$ cat src/hdl/limit_order_book_macros.svh
// Assertion macros used by the order book level engine.
`ifndef LIMIT_ORDER_BOOK_MACROS_SVH
`define LIMIT_ORDER_BOOK_MACROS_SVH

// Same-cycle implication, checked outside reset.
`define LOB_ASSERT_IMP(lbl, clk, rst_n, ante, cons) \
    lbl: assert property (@(posedge clk) disable iff (!rst_n) (ante) |-> (cons)) \
        else $error("order book check failed");

// Next-cycle implication, checked outside reset.
`define LOB_ASSERT_NXT(lbl, clk, rst_n, ante, cons) \
    lbl: assert property (@(posedge clk) disable iff (!rst_n) (ante) |=> (cons)) \
        else $error("order book sequencing check failed");

`endif

$ cat src/hdl/lob_pkg.sv
// Shared types, constants and bit-search helpers for the order book.
`default_nettype none
package lob_pkg;

    localparam int ORDER_SLOTS_DEF  = 1024;
    localparam int PRICE_LEVELS_DEF = 4096;

    // Fixed field widths
    localparam int QTY_W     = 32;
    localparam int TOTAL_W   = 48;
    localparam int ORDERS_W  = 11;
    localparam int PRICE_W   = 12;
    localparam int ID_W      = 10;
    localparam int PRICE_MAX = 16;   // widest internal price index
    localparam int LEAF_BITS = 64;   // levels per occupancy leaf word
    localparam int LEAF_SEL  = 6;

    localparam logic [TOTAL_W-1:0]  TOTAL_SAT  = '1;
    localparam logic [ORDERS_W-1:0] ORDERS_SAT = '1;

    // Status codes
    localparam logic [1:0] ST_OK      = 2'd0;
    localparam logic [1:0] ST_DUP     = 2'd1;
    localparam logic [1:0] ST_UNKNOWN = 2'd2;

    // Command from the classifier to the level engine
    typedef struct packed {
        logic [1:0]           status;
        logic                 act;      // level update needed
        logic                 remove;   // 1 removes, 0 adds
        logic                 side;
        logic [PRICE_MAX-1:0] price;
        logic [QTY_W-1:0]     qty;
    } t_cmd;

    // One result item
    typedef struct packed {
        logic [1:0]          status;
        logic                bid_valid;
        logic [PRICE_W-1:0]  bid_price;
        logic [TOTAL_W-1:0]  bid_total;
        logic [ORDERS_W-1:0] bid_orders;
        logic                ask_valid;
        logic [PRICE_W-1:0]  ask_price;
        logic [TOTAL_W-1:0]  ask_total;
        logic [ORDERS_W-1:0] ask_orders;
    } t_res;

    // Highest set bit of a leaf word
    function automatic logic [LEAF_SEL-1:0] leaf_msb(input logic [LEAF_BITS-1:0] w);
        logic [LEAF_SEL-1:0] r;
        r = '0;
        for (int i = 0; i < LEAF_BITS; i++) begin
            if (w[i]) r = LEAF_SEL'(i);
        end
        return r;
    endfunction

    // Lowest set bit of a leaf word
    function automatic logic [LEAF_SEL-1:0] leaf_lsb(input logic [LEAF_BITS-1:0] w);
        logic [LEAF_SEL-1:0] r;
        r = '0;
        for (int i = LEAF_BITS - 1; i >= 0; i--) begin
            if (w[i]) r = LEAF_SEL'(i);
        end
        return r;
    endfunction

endpackage
`default_nettype wire

$ cat src/hdl/lob_queue.sv
// Two-entry command queue between the classifier and the level engine.
`default_nettype none
module lob_queue import lob_pkg::*; (
    input  wire logic i_clk,
    input  wire logic i_rst_n,
    input  wire logic i_push,
    input  t_cmd      i_cmd,
    output logic      o_full,
    output logic      o_valid,
    output t_cmd      o_cmd,
    input  wire logic i_pop
);

    t_cmd       r_mem [2];
    logic       r_wp;
    logic       r_rp;
    logic [1:0] r_cnt;

    // Store entries
    always_ff @(posedge i_clk) begin
        if (i_push) r_mem[r_wp] <= i_cmd;
    end

    // Advance pointers and fill count
    always_ff @(posedge i_clk) begin
        if (!i_rst_n) begin
            r_wp  <= 1'b0;
            r_rp  <= 1'b0;
            r_cnt <= '0;
        end else begin
            if (i_push) r_wp <= !r_wp;
            if (i_pop)  r_rp <= !r_rp;
            r_cnt <= r_cnt + 2'(i_push) - 2'(i_pop);
        end
    end

    assign o_full  = (r_cnt == 2'd2);
    assign o_valid = (r_cnt != 2'd0);
    assign o_cmd   = r_mem[r_rp];

endmodule
`default_nettype wire

$ cat config.mk
export PLATFORM = sky130hd
export DESIGN_NAME = lob_queue
export DESIGN_NICKNAME = d
export VERILOG_FILES = /design/src/hdl/limit_order_book_macros.svh /design/src/hdl/lob_pkg.sv /design/src/hdl/lob_queue.sv
export SDC_FILE = /design/constraint.sdc
export NUM_CORES = 1
export LEC_CHECK = 0
export BUFFER_PORTS_ARGS = -buffer_cell sky130_fd_sc_hd__buf_4
export CAP_MARGIN = 5
export CORE_MARGIN = 10
export CORE_UTILIZATION = 45
export DETAILED_ROUTE_END_ITERATION = 6
export GPL_TIMING_DRIVEN = 0
export PLACE_DENSITY = 0.7
export SKIP_LAST_GASP = 1
export SLEW_MARGIN = 20
export SYNTH_ARGS = -nofsm -noshare
export SYNTH_HDL_FRONTEND = slang
export SYNTH_SLANG_ARGS = --single-unit
export TNS_END_PERCENT = 5
$ cat constraint.sdc
create_clock -name i_clk -period 4.5 [get_ports i_clk]
set_input_delay 1.125 -clock i_clk [delete_from_list [all_inputs] [get_ports i_clk]]
set_output_delay 1.125 -clock i_clk [all_outputs]
set_load 0.1 [all_outputs]
==> results of run 1 <==
[routing by layer]
| metal | routed length (microns) | global-route usage | vias up |
|---|---|---|---|
| met5 | 0 | 0 | - |
| met4 | 123 | 0.0440 | 0 |
| met3 | 535 | 0.0451 | 11 |
| met2 | 3800 | 0.179 | 77 |
| met1 | 3410 | 0.133 | 996 |
| li1 | - | - | 970 |
[synth_stat cells]
| master | n | area share |
|---|---|---|
| sky130_fd_sc_hd__and2_1 | 4 | 0.0058 |
| sky130_fd_sc_hd__buf_12 | 5 | 0.023 |
| sky130_fd_sc_hd__buf_6 | 1 | 0.0026 |
| sky130_fd_sc_hd__dfxtp_1 | 5 | 0.023 |
| sky130_fd_sc_hd__edfxtp_1 | 106 | 0.74 |
| sky130_fd_sc_hd__ha_1 | 2 | 0.0058 |
| sky130_fd_sc_hd__inv_1 | 2 | 0.0017 |
| sky130_fd_sc_hd__mux2_2 | 3 | 0.0078 |
| sky130_fd_sc_hd__mux2_4 | 50 | 0.17 |
| sky130_fd_sc_hd__nor2b_1 | 4 | 0.0058 |
| sky130_fd_sc_hd__o21a_1 | 1 | 0.0017 |
| sky130_fd_sc_hd__or2_2 | 1 | 0.0015 |
| sky130_fd_sc_hd__xnor3_1 | 1 | 0.0052 |
| sky130_fd_sc_hd__xor2_1 | 1 | 0.0020 |
[worst paths after layout]
path / start / end / slack (ns) / depth (start not counted)
max: flip-flop / o_cmd[44] / 1.78 / 4
max reg2reg: r_wp$_SDFFE_PN0P_ / r_mem[0][11]$_DFFE_PP_ / 2.96 / 3
min reg2reg: r_rp$_SDFFE_PN0P_ / r_rp$_SDFFE_PN0P_ / 0.61 / 2
min: r_rp$_SDFFE_PN0P_ / r_rp$_SDFFE_PN0P_ / 0.61 / 2
[critical path, stage by stage (launching register included)]
cell	delay (ns)
sky130_fd_sc_hd__dfxtp_1	0.33
sky130_fd_sc_hd__buf_6	0.19
sky130_fd_sc_hd__buf_12	0.17
sky130_fd_sc_hd__mux2_4	0.31
sky130_fd_sc_hd__buf_4	0.23
[report_power, final]
group	internal, W	switching, W
registers	0.00119	0.0000162
logic	0.000217	0.000509
clock network	0.000199	0.000320
total	0.00161	0.000845
[metrics by stage]
step | hold slack [ns] | instance area, sq um | setup TNS [ns] | utilization
6_report | 0.606 | 5540 | 0 | 0.597
5_1_grt | 0.641 | 5540 | 0 | 0.597
4_1_cts | 0.618 | 5540 | 0 | 0.597
3_5_place_dp | 0.601 | 5380 | 0 | 0.579
3_3_place_gp | 0.565 | 5300 | -59.54 | 0.571
2_1_floorplan | 0.555 | 4310 | 0 | -
[logic make-up after synthesis]
logic type / after synthesis / synth area share
multiplexers: 53 / 0.182
adder cells (fa/ha/maj): 2 / 0.00581
buffers and inverters: 8 / 0.0276
AO/OA/AOI/OAI: 1 / 0.00174
flip-flops: 111 / 0.762
XOR/XNOR: 2 / 0.00726
AND/OR/NAND/NOR: 9 / 0.0131
[state kept, by name, summed over array words and instances, names as in the netlist, named ones only]
name and count:
r_mem 106, r_cnt 2, r_rp 1, r_wp 1
[final cells by class]
class / instances / area [sq um] / area share
tap: 129 / 161 / 0.0291
clock buffer: 10 / 128 / 0.0230
buffer: 6 / 111 / 0.0201
multi-input combinational: 67 / 915 / 0.165
sequential: 111 / 3280 / 0.593
inverter: 2 / 7.51 / 0.00136
clock inverter: 5 / 33.8 / 0.00610
timing repair buffer: 114 / 901 / 0.163
==> report_table.html, run 1 <==
<table>
<tr><th>Metric</th><th>Value</th></tr>
<tr><th colspan="2">Placed design</th></tr>
<tr><td>Number of instances in the placed design</td><td>429</td></tr>
<tr><td>Pre-CTS worst setup slack</td><td>2.00 ns</td></tr>
<tr><td>Final GP Congestion</td><td>0.691</td></tr>
<tr><td>Detailed placer's ending HPWL</td><td>5.57 mm</td></tr>
<tr><td>Port Buf Inserts</td><td>111</td></tr>
<tr><th colspan="2">Global route</th></tr>
<tr><td>Pin count of the biggest net entering global routing</td><td>35</td></tr>
<tr><td>Number of antenna violations at the first check in global routing</td><td>0</td></tr>
<tr><td>Number of global-route vias before repair</td><td>2,316</td></tr>
<tr><td>First-pass GRT wire length</td><td>12.3 mm</td></tr>
<tr><td>Total routing resource utilization after global routing</td><td>0.112</td></tr>
<tr><td>Overflow left after global routing</td><td>0</td></tr>
<tr><th colspan="2">Final layout</th></tr>
<tr><td>Area grow syn2layout</td><td>28.6%</td></tr>
<tr><td>Fill cell instance count of the final layout</td><td>715</td></tr>
<tr><td>Most common library cell in the layout ignoring fill and taps</td><td>sky130_fd_sc_hd__buf_4</td></tr>
<tr><td>Number of nets in the layout</td><td>370</td></tr>
<tr><td>Most frequent cells in the layout</td><td>sky130_fd_sc_hd__buf_4 (111), sky130_fd_sc_hd__edfxtp_1 (106), sky130_fd_sc_hd__mux2_4 (50), sky130_fd_sc_hd__clkbuf_8 (9), sky130_fd_sc_hd__buf_12 (7)</td></tr>
<tr><td>N_diodes</td><td>0</td></tr>
<tr><td>Fraction of layout cells with a size suffix above 1</td><td>0.600</td></tr>
<tr><td>Non-filler cells, final</td><td>444</td></tr>
<tr><th colspan="2">STA</th></tr>
<tr><td>Fin. Hold Viols</td><td>0</td></tr>
<tr><td>Endpoints failing setup</td><td>0</td></tr>
<tr><td>Minimum setup slack in the final design</td><td>1.78 ns</td></tr>
<tr><td>Fin. max-slew vios</td><td>0</td></tr>
<tr><td>Crit share post-route</td><td>0.605</td></tr>
<tr><td>Highest Clock Rate</td><td>0.367 GHz</td></tr>
<tr><td>Setup clock skew after layout</td><td>0.00882 ns</td></tr>
<tr><td>Setup repair after global routing missed its margin</td><td>false</td></tr>
<tr><td>Post-layout min period</td><td>2.72 ns</td></tr>
<tr><td>Transition time of the tightest slew-check pin</td><td>0.533 ns</td></tr>
<tr><td>Slew Limit Headroom</td><td>0.644</td></tr>
<tr><th colspan="2">Floorplanning</th></tr>
<tr><td>IO Count</td><td>112</td></tr>
<tr><td>Number of cell rows</td><td>35</td></tr>
<tr><td>Total core area</td><td>9280 sq um</td></tr>
<tr><td>Die height</td><td>118 microns</td></tr>
<tr><td>DIE AREA</td><td>13,900 sq um</td></tr>
<tr><td>Horizontal extent of the die</td><td>118 microns</td></tr>
<tr><td>Initial cell density of the core</td><td>0.464</td></tr>
<tr><th colspan="2">Pwr</th></tr>
<tr><td>Power density over the cells</td><td>443 nW/um^2</td></tr>
<tr><td>Worst VDD drop</td><td>0.000296 V</td></tr>
<tr><td>P_leak</td><td>2.19 nW</td></tr>
<tr><td>Total power draw</td><td>0.00245 W</td></tr>
<tr><th colspan="2">Clock network</th></tr>
<tr><td>Number of H-tree branching levels</td><td>3</td></tr>
<tr><td>TritonCTS clock tree</td><td>built</td></tr>
<tr><td>CTS Root Cell</td><td>sky130_fd_sc_hd__clkbuf_8</td></tr>
<tr><td>Post-CTS Hold Fix Bufs</td><td>0</td></tr>
<tr><td>Worst-Skew Late Latency</td><td>0.35 ns</td></tr>
<tr><td>Resized cells post-CTS</td><td>0</td></tr>
<tr><td>CTS sink cnt</td><td>111</td></tr>
<tr><td>Clock edge transition at the registers on the reported setup and hold paths</td><td>0.10 ns</td></tr>
<tr><td>Number of buffers inserted during clock tree synthesis</td><td>9</td></tr>
<tr><td>Worst-case clock buffer depth</td><td>2</td></tr>
<tr><td>Setup Buffers After CTS</td><td>0</td></tr>
<tr><th colspan="2">Route</th></tr>
<tr><td>Detail Route Antenna Nets</td><td>0</td></tr>
<tr><td>Overall via count from detail_route</td><td>2,054</td></tr>
<tr><td>Final wirelength</td><td>7.87 mm</td></tr>
<tr><td>Via density per instance</td><td>4.63</td></tr>
<tr><td>Average wire per standard cell</td><td>17.7 microns</td></tr>
<tr><td>Number of detailed-route iterations in the first pass</td><td>4</td></tr>
<tr><td>Number of violations reported at the end of detailed-routing iteration 0</td><td>81</td></tr>
<tr><td>DRC violations left</td><td>0</td></tr>
<tr><th colspan="2">Worst setup path</th></tr>
<tr><td>Worst Path Required</td><td>3.38 ns</td></tr>
<tr><td>Maximum fanout along the worst path</td><td>10</td></tr>
<tr><td>Crit path arrival time</td><td>1.60 ns</td></tr>
<tr><td>Critical Path Sink Type</td><td>output port</td></tr>
<tr><td>Kind of start point of the critical path</td><td>flip-flop</td></tr>
<tr><td>Crit Path Class</td><td>flip-flop to output port</td></tr>
<tr><th colspan="2">Hold path</th></tr>
<tr><td>Worst Hold Class</td><td>flip-flop to flip-flop</td></tr>
<tr><th colspan="2">Synth</th></tr>
<tr><td>Net Count, Synth</td><td>245</td></tr>
<tr><td>Synthesized area per cell</td><td>23.2 sq um</td></tr>
<tr><td>Portion of the post-synthesis area used by sequential elements</td><td>0.762</td></tr>
<tr><td>Synth Register Bits</td><td>111</td></tr>
<tr><td>Synth warnings</td><td>0</td></tr>
<tr><td>Total standard cell area after synthesis</td><td>4310 sq um</td></tr>
<tr><td>Synthesized netlist cell count</td><td>186</td></tr>
<tr><td>Post-synthesis cell type count</td><td>14</td></tr>
<tr><th colspan="2">Run status</th></tr>
<tr><td>Run status</td><td>complete, no violations</td></tr>
<tr><th colspan="2">Run</th></tr>
<tr><td>Max_cap viols</td><td>0</td></tr>
</table>
Note: power is estimated with default switching activity, not from simulation.
==> run 2, diff against run 1 <==
ABC_AREA = 1   (was default)
clock period = 2.52 ns   (was 4.5 ns; I/O delays follow)
==> run 2 against run 1 <==
Net effect:
- die area barely moved
- final area rose by 0.43%
- worst setup slack got worse by 1.5 ns
- final cell count rose by 2.3%
- first-iteration DRC count fell by 15%
- combinational power rose by 54%
- worst hold slack got worse by 0.16 ns
- sequential power rose by 79%
- non-clock buffer count fell by 1
- count of clock-buffer cells in the layout did not move
- flip-flop and latch count did not move
- global-route usage rose by 0.098 points
- critical path type unchanged
- largest power group unchanged
==> report_table.html, run 2 <==
<table>
<tr><th>Metric</th><th>Value</th></tr>
<tr><th colspan="2">Worst setup path</th></tr>
<tr><td>Terminus of the critical flop-to-flop path</td><td>r_mem[1][8]$_DFFE_PP_</td></tr>
<tr><td>Cell breakdown of the critical path</td><td>buf_6 -&gt; buf_12 -&gt; mux2_4 -&gt; buf_4</td></tr>
<tr><td>Worst Path Required</td><td>1.89 ns</td></tr>
<tr><td>Maximum fanout along the worst path</td><td>10</td></tr>
<tr><td>Register-to-register setup slack</td><td>1.06 ns</td></tr>
<tr><td>Peak per-stage delay on the critical path</td><td>0.33 ns</td></tr>
<tr><td>Gate family responsible for the most delay along the worst path</td><td>buffers and inverters</td></tr>
<tr><td>Depth of the worst register-to-register path</td><td>2</td></tr>
<tr><td>Slowest cell on the critical path</td><td>sky130_fd_sc_hd__dfxtp_1</td></tr>
<tr><td>Crit Path Class</td><td>flip-flop to output port</td></tr>
<tr><td>Kind of start point of the critical path</td><td>flip-flop</td></tr>
<tr><td>Critical Path Sink Type</td><td>output port</td></tr>
<tr><td>Crit path arrival time</td><td>1.58 ns</td></tr>
<tr><td>Total buffers and inverters traversed by the critical path</td><td>3</td></tr>
<tr><td>Startpoint of the worst-slack reg-to-reg timing path</td><td>r_wp$_SDFFE_PN0P_</td></tr>
<tr><th colspan="2">Hold path</th></tr>
<tr><td>Origin of the worst min-delay path</td><td>i_cmd[16]</td></tr>
<tr><td>Hold path cells</td><td>1</td></tr>
<tr><td>Worst Hold Class</td><td>primary input to flip-flop</td></tr>
<tr><td>Endpoint, Worst Hold</td><td>r_mem[0][16]$_DFFE_PP_</td></tr>
<tr><th colspan="2">Floorplanning</th></tr>
<tr><td>Number of cell rows</td><td>35</td></tr>
<tr><td>Initial cell density of the core</td><td>0.464</td></tr>
<tr><td>IO Count</td><td>112</td></tr>
<tr><td>Horizontal extent of the die</td><td>118 microns</td></tr>
<tr><td>Die height</td><td>118 microns</td></tr>
<tr><td>Total core area</td><td>9280 sq um</td></tr>
<tr><td>DIE AREA</td><td>13,900 sq um</td></tr>
<tr><th colspan="2">Clock network</th></tr>
<tr><td>Worst-Skew Late Latency</td><td>0.36 ns</td></tr>
<tr><td>Post-CTS Hold Fix Bufs</td><td>0</td></tr>
<tr><td>CTS sink cnt</td><td>111</td></tr>
<tr><td>Setup Buffers After CTS</td><td>0</td></tr>
<tr><td>Number of buffers inserted during clock tree synthesis</td><td>9</td></tr>
<tr><td>Resized cells post-CTS</td><td>0</td></tr>
<tr><td>CTS Root Cell</td><td>sky130_fd_sc_hd__clkbuf_8</td></tr>
<tr><td>Number of H-tree branching levels</td><td>3</td></tr>
<tr><td>Worst-case clock buffer depth</td><td>2</td></tr>
<tr><td>TritonCTS clock tree</td><td>built</td></tr>
<tr><td>Clock edge transition at the registers on the reported setup and hold paths</td><td>0.10 ns</td></tr>
<tr><th colspan="2">Final layout</th></tr>
<tr><td>Largest register by flop count</td><td>r_mem</td></tr>
<tr><td>Most frequent cells in the layout</td><td>sky130_fd_sc_hd__buf_4 (111), sky130_fd_sc_hd__edfxtp_1 (106), sky130_fd_sc_hd__mux2_4 (50), sky130_fd_sc_hd__nand2_1 (9), sky130_fd_sc_hd__clkbuf_8 (9)</td></tr>
<tr><td>Number of flip-flops in the largest register</td><td>106</td></tr>
<tr><td>N_diodes</td><td>0</td></tr>
<tr><td>Fill cell instance count of the final layout</td><td>715</td></tr>
<tr><td>Fraction of layout cells with a size suffix above 1</td><td>0.575</td></tr>
<tr><td>Most common library cell in the layout ignoring fill and taps</td><td>sky130_fd_sc_hd__buf_4</td></tr>
<tr><td>Leading registers by flop count</td><td>r_mem (106), r_cnt (2)</td></tr>
<tr><td>Area grow syn2layout</td><td>29.3%</td></tr>
<tr><td>Number of nets in the layout</td><td>381</td></tr>
<tr><th colspan="2">Synth</th></tr>
<tr><td>Post-synthesis cell type count</td><td>12</td></tr>
<tr><td>Synthesized area per cell</td><td>21.7 sq um</td></tr>
<tr><td>FFs w/ async S/R, synth</td><td>0</td></tr>
<tr><td>Most numerous cell in the Yosys netlist</td><td>sky130_fd_sc_hd__edfxtp_1</td></tr>
<tr><td>Synthesized netlist cell count</td><td>198</td></tr>
<tr><td>Leading register cell type out of synthesis</td><td>sky130_fd_sc_hd__edfxtp_1</td></tr>
<tr><td>Net Count, Synth</td><td>257</td></tr>
<tr><td>Synth Register Bits</td><td>111</td></tr>
<tr><td>Most frequent cells after synthesis</td><td>sky130_fd_sc_hd__edfxtp_1 (106), sky130_fd_sc_hd__mux2_4 (50), sky130_fd_sc_hd__nand2_1 (9), sky130_fd_sc_hd__nor2_1 (8), sky130_fd_sc_hd__inv_1 (7)</td></tr>
<tr><td>Post-synth top area share</td><td>0.740</td></tr>
<tr><td>Total standard cell area after synthesis</td><td>4300 sq um</td></tr>
<tr><td>Top area cells in the synthesized netlist</td><td>sky130_fd_sc_hd__edfxtp_1 (74%), sky130_fd_sc_hd__mux2_4 (17%), sky130_fd_sc_hd__buf_12 (2.3%), sky130_fd_sc_hd__dfxtp_1 (2.3%), sky130_fd_sc_hd__nand2_1 (0.78%)</td></tr>
<tr><td>Synth warnings</td><td>0</td></tr>
<tr><td>Number of enable flip-flop cells after synthesis</td><td>106</td></tr>
<tr><td>Yosys top cell by area</td><td>sky130_fd_sc_hd__edfxtp_1</td></tr>
<tr><td>Portion of the post-synthesis area used by sequential elements</td><td>0.763</td></tr>
<tr><th colspan="2">Pwr</th></tr>
<tr><td>Worst VDD drop</td><td>0.000487 V</td></tr>
<tr><td>Power density over the cells</td><td>787 nW/um^2</td></tr>
<tr><td>P_leak</td><td>2.23 nW</td></tr>
<tr><th colspan="2">Global route</th></tr>
<tr><td>Total routing resource utilization after global routing</td><td>0.113</td></tr>
<tr><td>Number of global-route vias before repair</td><td>2,363</td></tr>
<tr><td>First-pass GRT wire length</td><td>12.4 mm</td></tr>
<tr><td>Overflow left after global routing</td><td>0</td></tr>
<tr><td>Pin count of the biggest net entering global routing</td><td>54</td></tr>
<tr><td>Number of antenna violations at the first check in global routing</td><td>0</td></tr>
<tr><th colspan="2">Route</th></tr>
<tr><td>Overall via count from detail_route</td><td>2,100</td></tr>
<tr><td>Detail Route Antenna Nets</td><td>0</td></tr>
<tr><td>Number of violations reported at the end of detailed-routing iteration 0</td><td>69</td></tr>
<tr><td>Via density per instance</td><td>4.63</td></tr>
<tr><td>Number of detailed-route iterations in the first pass</td><td>4</td></tr>
<tr><td>Average wire per standard cell</td><td>17.5 microns</td></tr>
<tr><td>Final wirelength</td><td>7.95 mm</td></tr>
<tr><td>DRC violations left</td><td>0</td></tr>
<tr><th colspan="2">Placed design</th></tr>
<tr><td>Pre-CTS worst setup slack</td><td>0.675 ns</td></tr>
<tr><td>Detailed placer's ending HPWL</td><td>5.54 mm</td></tr>
<tr><td>Final GP Congestion</td><td>0.750</td></tr>
<tr><td>Port Buf Inserts</td><td>111</td></tr>
<tr><th colspan="2">STA</th></tr>
<tr><td>Transition time of the tightest slew-check pin</td><td>0.697 ns</td></tr>
<tr><td>Endpoints failing setup</td><td>0</td></tr>
<tr><td>Setup clock skew after layout</td><td>0.0101 ns</td></tr>
<tr><td>Final setup TNS</td><td>0 ns</td></tr>
<tr><td>Post-layout min period</td><td>2.21 ns</td></tr>
<tr><td>Minimum setup slack in the final design</td><td>0.312 ns</td></tr>
<tr><td>Crit share post-route</td><td>0.876</td></tr>
<tr><td>Setup repair after global routing missed its margin</td><td>false</td></tr>
<tr><td>Slew Limit Headroom</td><td>0.535</td></tr>
<tr><td>Highest Clock Rate</td><td>0.453 GHz</td></tr>
<tr><td>Fin. max-slew vios</td><td>0</td></tr>
<tr><td>Hold Worst Slack</td><td>0.448 ns</td></tr>
<tr><td>Fin. Hold Viols</td><td>0</td></tr>
<tr><th colspan="2">Run</th></tr>
<tr><td>Max_cap viols</td><td>0</td></tr>
<tr><th colspan="2">Run status</th></tr>
<tr><td>Run status</td><td>complete, no violations</td></tr>
</table>
-- run 2: layout make-up --
type | count | area, sq um | area share
multi-input combinational | 74 | 891 | 0.160
clock buffer | 10 | 128 | 0.0229
clock inverter | 4 | 72.6 | 0.0130
timing repair buffer | 113 | 888 | 0.160
buffer | 6 | 111 | 0.0200
inverter | 7 | 28.8 | 0.00517
sequential | 111 | 3280 | 0.590
tap | 129 | 161 | 0.0290
-- run 2: worst register-to-register path: stages, from the launching register on --
cell and delay, ns:
sky130_fd_sc_hd__dfxtp_1 0.40, sky130_fd_sc_hd__nand2_1 0.13, sky130_fd_sc_hd__inv_4 0.53
-- run 2: how the worst max path moves through the flow --
stage	cells past startpoint	slack [ns]	start	end
2_1_floorplan	2	0.07	i_push	r_mem[0][0]$_DFFE_PP_
6_report	4	0.31	flip-flop	o_cmd[38]
3_5_place_dp	4	0.67	flip-flop	o_cmd[36]
5_1_grt	4	0.25	flip-flop	o_cmd[45]
4_1_cts	4	0.28	flip-flop	o_cmd[36]
3_3_place_gp	3	-0.88	i_push	r_mem[0][28]$_DFFE_PP_
-- run 2: power by group --
group / internal [W] / switching, W
clock: 0.000549 / 0.000551
combinational: 0.000325 / 0.000800
sequential: 0.00213 / 0.0000252
-- run 2: routing by layer --
metal | up-vias | wire [microns] | track usage
met5 | - | 0 | 0
met4 | 0 | 48 | 0.0301
met3 | 4 | 516 | 0.0489
met2 | 71 | 3950 | 0.187
met1 | 1029 | 3430 | 0.132
li1 | 996 | - | -
-- run 2: per-stage QoR --
step | power [W] | cell area, sq um | utilization | instances
after global placement | 0.00331 | 5300 | 0.571 | 438
after CTS | 0.00442 | 5560 | 0.599 | 454
after floorplan | 0.00307 | 4310 | - | 198
after global routing | 0.00454 | 5560 | 0.599 | 454
after detailed placement | 0.00334 | 5360 | 0.578 | 440
final | 0.00438 | 5560 | 0.599 | 454
-- run 2: kinds of logic (layout without fill, tap and decap cells) --
group | Yosys count | after routing | synth area share
flops | 111 | 111 | 0.763
mux | 53 | 53 | 0.182
simple gates | 18 | 18 | 0.0160
buf+inv | 13 | 140 | 0.0320
fa+ha+maj | 2 | 2 | 0.00581
compound gates | 1 | 1 | 0.00116
==> run 3, diff against run 2 <==
CORE_UTILIZATION = 52   (was 45)
PLACE_DENSITY = 0.79   (was 0.7)
==> run 3 against run 2 <==
Net effect:
- wire length down 0.30%
- total power down 1.2%
- fmax down 0.92%
- worst setup slack worse by 0.021 ns
- via count up 0.57%
- die area down 11%
- worst hold slack about the same
- critical path depth unchanged
- first-iteration DRC count down 29%
- highest routed layer unchanged
==> report_table.html, run 3 (synthesis gave the netlist of run 2 again) <==
<table>
<tr><th>Metric</th><th>Value</th></tr>
<tr><th colspan="2">Run status</th></tr>
<tr><td>Run status</td><td>complete, no violations</td></tr>
<tr><th colspan="2">Clock network</th></tr>
<tr><td>CTS Root Cell</td><td>sky130_fd_sc_hd__clkbuf_8</td></tr>
<tr><td>Resized cells post-CTS</td><td>0</td></tr>
<tr><td>Post-CTS Hold Fix Bufs</td><td>0</td></tr>
<tr><td>Worst-Skew Late Latency</td><td>0.36 ns</td></tr>
<tr><td>Clock edge transition at the registers on the reported setup and hold paths</td><td>0.10 ns</td></tr>
<tr><td>TritonCTS clock tree</td><td>built</td></tr>
<tr><td>Worst-case clock buffer depth</td><td>2</td></tr>
<tr><td>Number of H-tree branching levels</td><td>3</td></tr>
<tr><td>Setup Buffers After CTS</td><td>0</td></tr>
<tr><td>CTS sink cnt</td><td>111</td></tr>
<tr><td>Number of buffers inserted during clock tree synthesis</td><td>9</td></tr>
<tr><th colspan="2">STA</th></tr>
<tr><td>Setup clock skew after layout</td><td>0.00632 ns</td></tr>
<tr><td>Crit share post-route</td><td>0.884</td></tr>
<tr><td>Endpoints failing setup</td><td>0</td></tr>
<tr><td>Minimum setup slack in the final design</td><td>0.292 ns</td></tr>
<tr><td>Transition time of the tightest slew-check pin</td><td>0.683 ns</td></tr>
<tr><td>Fin. Hold Viols</td><td>0</td></tr>
<tr><td>Post-layout min period</td><td>2.23 ns</td></tr>
<tr><td>Setup repair after global routing missed its margin</td><td>false</td></tr>
<tr><td>Slew Limit Headroom</td><td>0.545</td></tr>
<tr><td>Fin. max-slew vios</td><td>0</td></tr>
<tr><td>Highest Clock Rate</td><td>0.449 GHz</td></tr>
<tr><th colspan="2">Route</th></tr>
<tr><td>DRC violations left</td><td>0</td></tr>
<tr><td>Number of detailed-route iterations in the first pass</td><td>4</td></tr>
<tr><td>Final wirelength</td><td>7.92 mm</td></tr>
<tr><td>Number of violations reported at the end of detailed-routing iteration 0</td><td>49</td></tr>
<tr><td>Average wire per standard cell</td><td>18.3 microns</td></tr>
<tr><td>Overall via count from detail_route</td><td>2,112</td></tr>
<tr><td>Via density per instance</td><td>4.89</td></tr>
<tr><td>Detail Route Antenna Nets</td><td>0</td></tr>
<tr><th colspan="2">Placed design</th></tr>
<tr><td>Port Buf Inserts</td><td>111</td></tr>
<tr><td>Pre-CTS worst setup slack</td><td>0.670 ns</td></tr>
<tr><td>Number of instances in the placed design</td><td>416</td></tr>
<tr><td>Detailed placer's ending HPWL</td><td>5.73 mm</td></tr>
<tr><td>Final GP Congestion</td><td>0.691</td></tr>
<tr><th colspan="2">Pwr</th></tr>
<tr><td>Proportion of power drawn by flip-flops and latches</td><td>0.498</td></tr>
<tr><td>Sw Ratio</td><td>0.325</td></tr>
<tr><td>Power density over the cells</td><td>783 nW/um^2</td></tr>
<tr><td>Internal</td><td>0.00292 W</td></tr>
<tr><td>Share of power burned in combinational logic</td><td>0.260</td></tr>
<tr><td>P_leak</td><td>2.22 nW</td></tr>
<tr><td>Worst VDD drop</td><td>0.000512 V</td></tr>
<tr><td>Net Sw Power</td><td>0.00141 W</td></tr>
<tr><td>Power share of the clock group</td><td>0.242</td></tr>
<tr><th colspan="2">Floorplanning</th></tr>
<tr><td>Die height</td><td>111 microns</td></tr>
<tr><td>Number of cell rows</td><td>33</td></tr>
<tr><td>DIE AREA</td><td>12,300 sq um</td></tr>
<tr><td>IO Count</td><td>112</td></tr>
<tr><td>Initial cell density of the core</td><td>0.529</td></tr>
<tr><td>Horizontal extent of the die</td><td>111 microns</td></tr>
<tr><td>Total core area</td><td>8130 sq um</td></tr>
<tr><th colspan="2">Final layout</th></tr>
<tr><td>Fraction of layout cells with a size suffix above 1</td><td>0.575</td></tr>
<tr><td>Number of flip-flops in the largest register</td><td>106</td></tr>
<tr><td>Largest register by flop count</td><td>r_mem</td></tr>
<tr><td>Most frequent cells in the layout</td><td>sky130_fd_sc_hd__buf_4 (111), sky130_fd_sc_hd__edfxtp_1 (106), sky130_fd_sc_hd__mux2_4 (50), sky130_fd_sc_hd__nand2_1 (9), sky130_fd_sc_hd__clkbuf_8 (9)</td></tr>
<tr><td>Non-filler cells, final</td><td>432</td></tr>
<tr><td>Leading registers by flop count</td><td>r_mem (106), r_cnt (2)</td></tr>
<tr><td>Most common library cell in the layout ignoring fill and taps</td><td>sky130_fd_sc_hd__buf_4</td></tr>
<tr><td>Number of nets in the layout</td><td>381</td></tr>
<tr><td>Area grow syn2layout</td><td>28.3%</td></tr>
<tr><td>Final cell utilization of the core</td><td>0.679</td></tr>
<tr><td>N_diodes</td><td>0</td></tr>
<tr><th colspan="2">Worst setup path</th></tr>
<tr><td>Maximum fanout along the worst path</td><td>10</td></tr>
<tr><td>Kind of start point of the critical path</td><td>flip-flop</td></tr>
<tr><td>Critical Path Sink Type</td><td>output port</td></tr>
<tr><td>Crit path arrival time</td><td>1.60 ns</td></tr>
<tr><td>Crit Path Class</td><td>flip-flop to output port</td></tr>
<tr><td>Worst Path Required</td><td>1.89 ns</td></tr>
<tr><th colspan="2">Global route</th></tr>
<tr><td>Number of global-route vias before repair</td><td>2,354</td></tr>
<tr><td>Number of antenna violations at the first check in global routing</td><td>0</td></tr>
<tr><td>First-pass GRT wire length</td><td>12.5 mm</td></tr>
<tr><td>Pin count of the biggest net entering global routing</td><td>54</td></tr>
<tr><td>Overflow left after global routing</td><td>0</td></tr>
<tr><td>Total routing resource utilization after global routing</td><td>0.129</td></tr>
<tr><th colspan="2">Run</th></tr>
<tr><td>Max_cap viols</td><td>0</td></tr>
<tr><th colspan="2">Hold path</th></tr>
<tr><td>Worst Hold Class</td><td>primary input to flip-flop</td></tr>
</table>
## run 3: cell types whose count changed in the layout (fill, tap and decap cells not counted), sizes merged
cell,previous run,this run
clkinv,1,3
inv,7,8
bufinv,2,1
## run 3: layout make-up
cell class / instances / area (sq um)
Buffer: 6 / 111
Clock buffer: 10 / 128
Clock inverter: 6 / 70.1
Fill cell: 534 / 2610
Inverter: 7 / 28.8
Multi-Input combinational cell: 74 / 891
Sequential cell: 111 / 3280
Tap cell: 105 / 131
Timing Repair Buffer: 113 / 881
## run 3: power groups by stage
stage | registers (W) | logic (W) | clock network (W)
2_1_floorplan | 0.00219 | 0.000877 | 0
3_3_place_gp | 0.00220 | 0.00111 | 0
3_5_place_dp | 0.00220 | 0.00113 | 0
4_1_cts | 0.00216 | 0.00114 | 0.00107
5_1_grt | 0.00217 | 0.00116 | 0.00117
6_report | 0.00216 | 0.00112 | 0.00105
## run 3: per-stage QoR
stage               area (sq um)  power, W  TNS, ns  hold slack [ns]
floorplan                   4310   0.00307        0            0.463
global route                5520   0.00450        0            0.422
global placement            5270   0.00330   -60.52            0.473
finish                      5520   0.00433        0            0.448
detailed placement          5330   0.00334        0            0.492
CTS                         5520   0.00437        0            0.432
## run 3: path summary, 6_finish.rpt
| check | from | endpoint | slack, ns | cells past startpoint |
|---|---|---|---|---|
| worst max-delay path | flip-flop | o_cmd[24] | 0.29 | 4 |
| worst min-delay path | i_cmd[16] | r_mem[1][16]$_DFFE_PP_ | 0.45 | 1 |
| worst max register to register | r_wp$_SDFFE_PN0P_ | r_mem[1][11]$_DFFE_PP_ | 1.08 | 2 |
| worst min register to register | r_rp$_SDFFE_PN0P_ | r_rp$_SDFFE_PN0P_ | 0.51 | 2 |
## run 3: critical path, stage by stage, from the launching register on
cell and delay [ns]:
sky130_fd_sc_hd__dfxtp_1 0.33, sky130_fd_sc_hd__buf_6 0.18, sky130_fd_sc_hd__buf_12 0.17, sky130_fd_sc_hd__mux2_4 0.31
sky130_fd_sc_hd__buf_4 0.23
## run 3: layer usage
layer | GRT usage | vias up | share of wire | wire length, microns
li1 | - | 997 | - | -
met1 | 0.144 | 1041 | 0.40 | 3150
met2 | 0.224 | 66 | 0.53 | 4210
met3 | 0.0352 | 8 | 0.056 | 443
met4 | 0.0547 | 0 | 0.014 | 114
met5 | 0 | - | 0 | 0
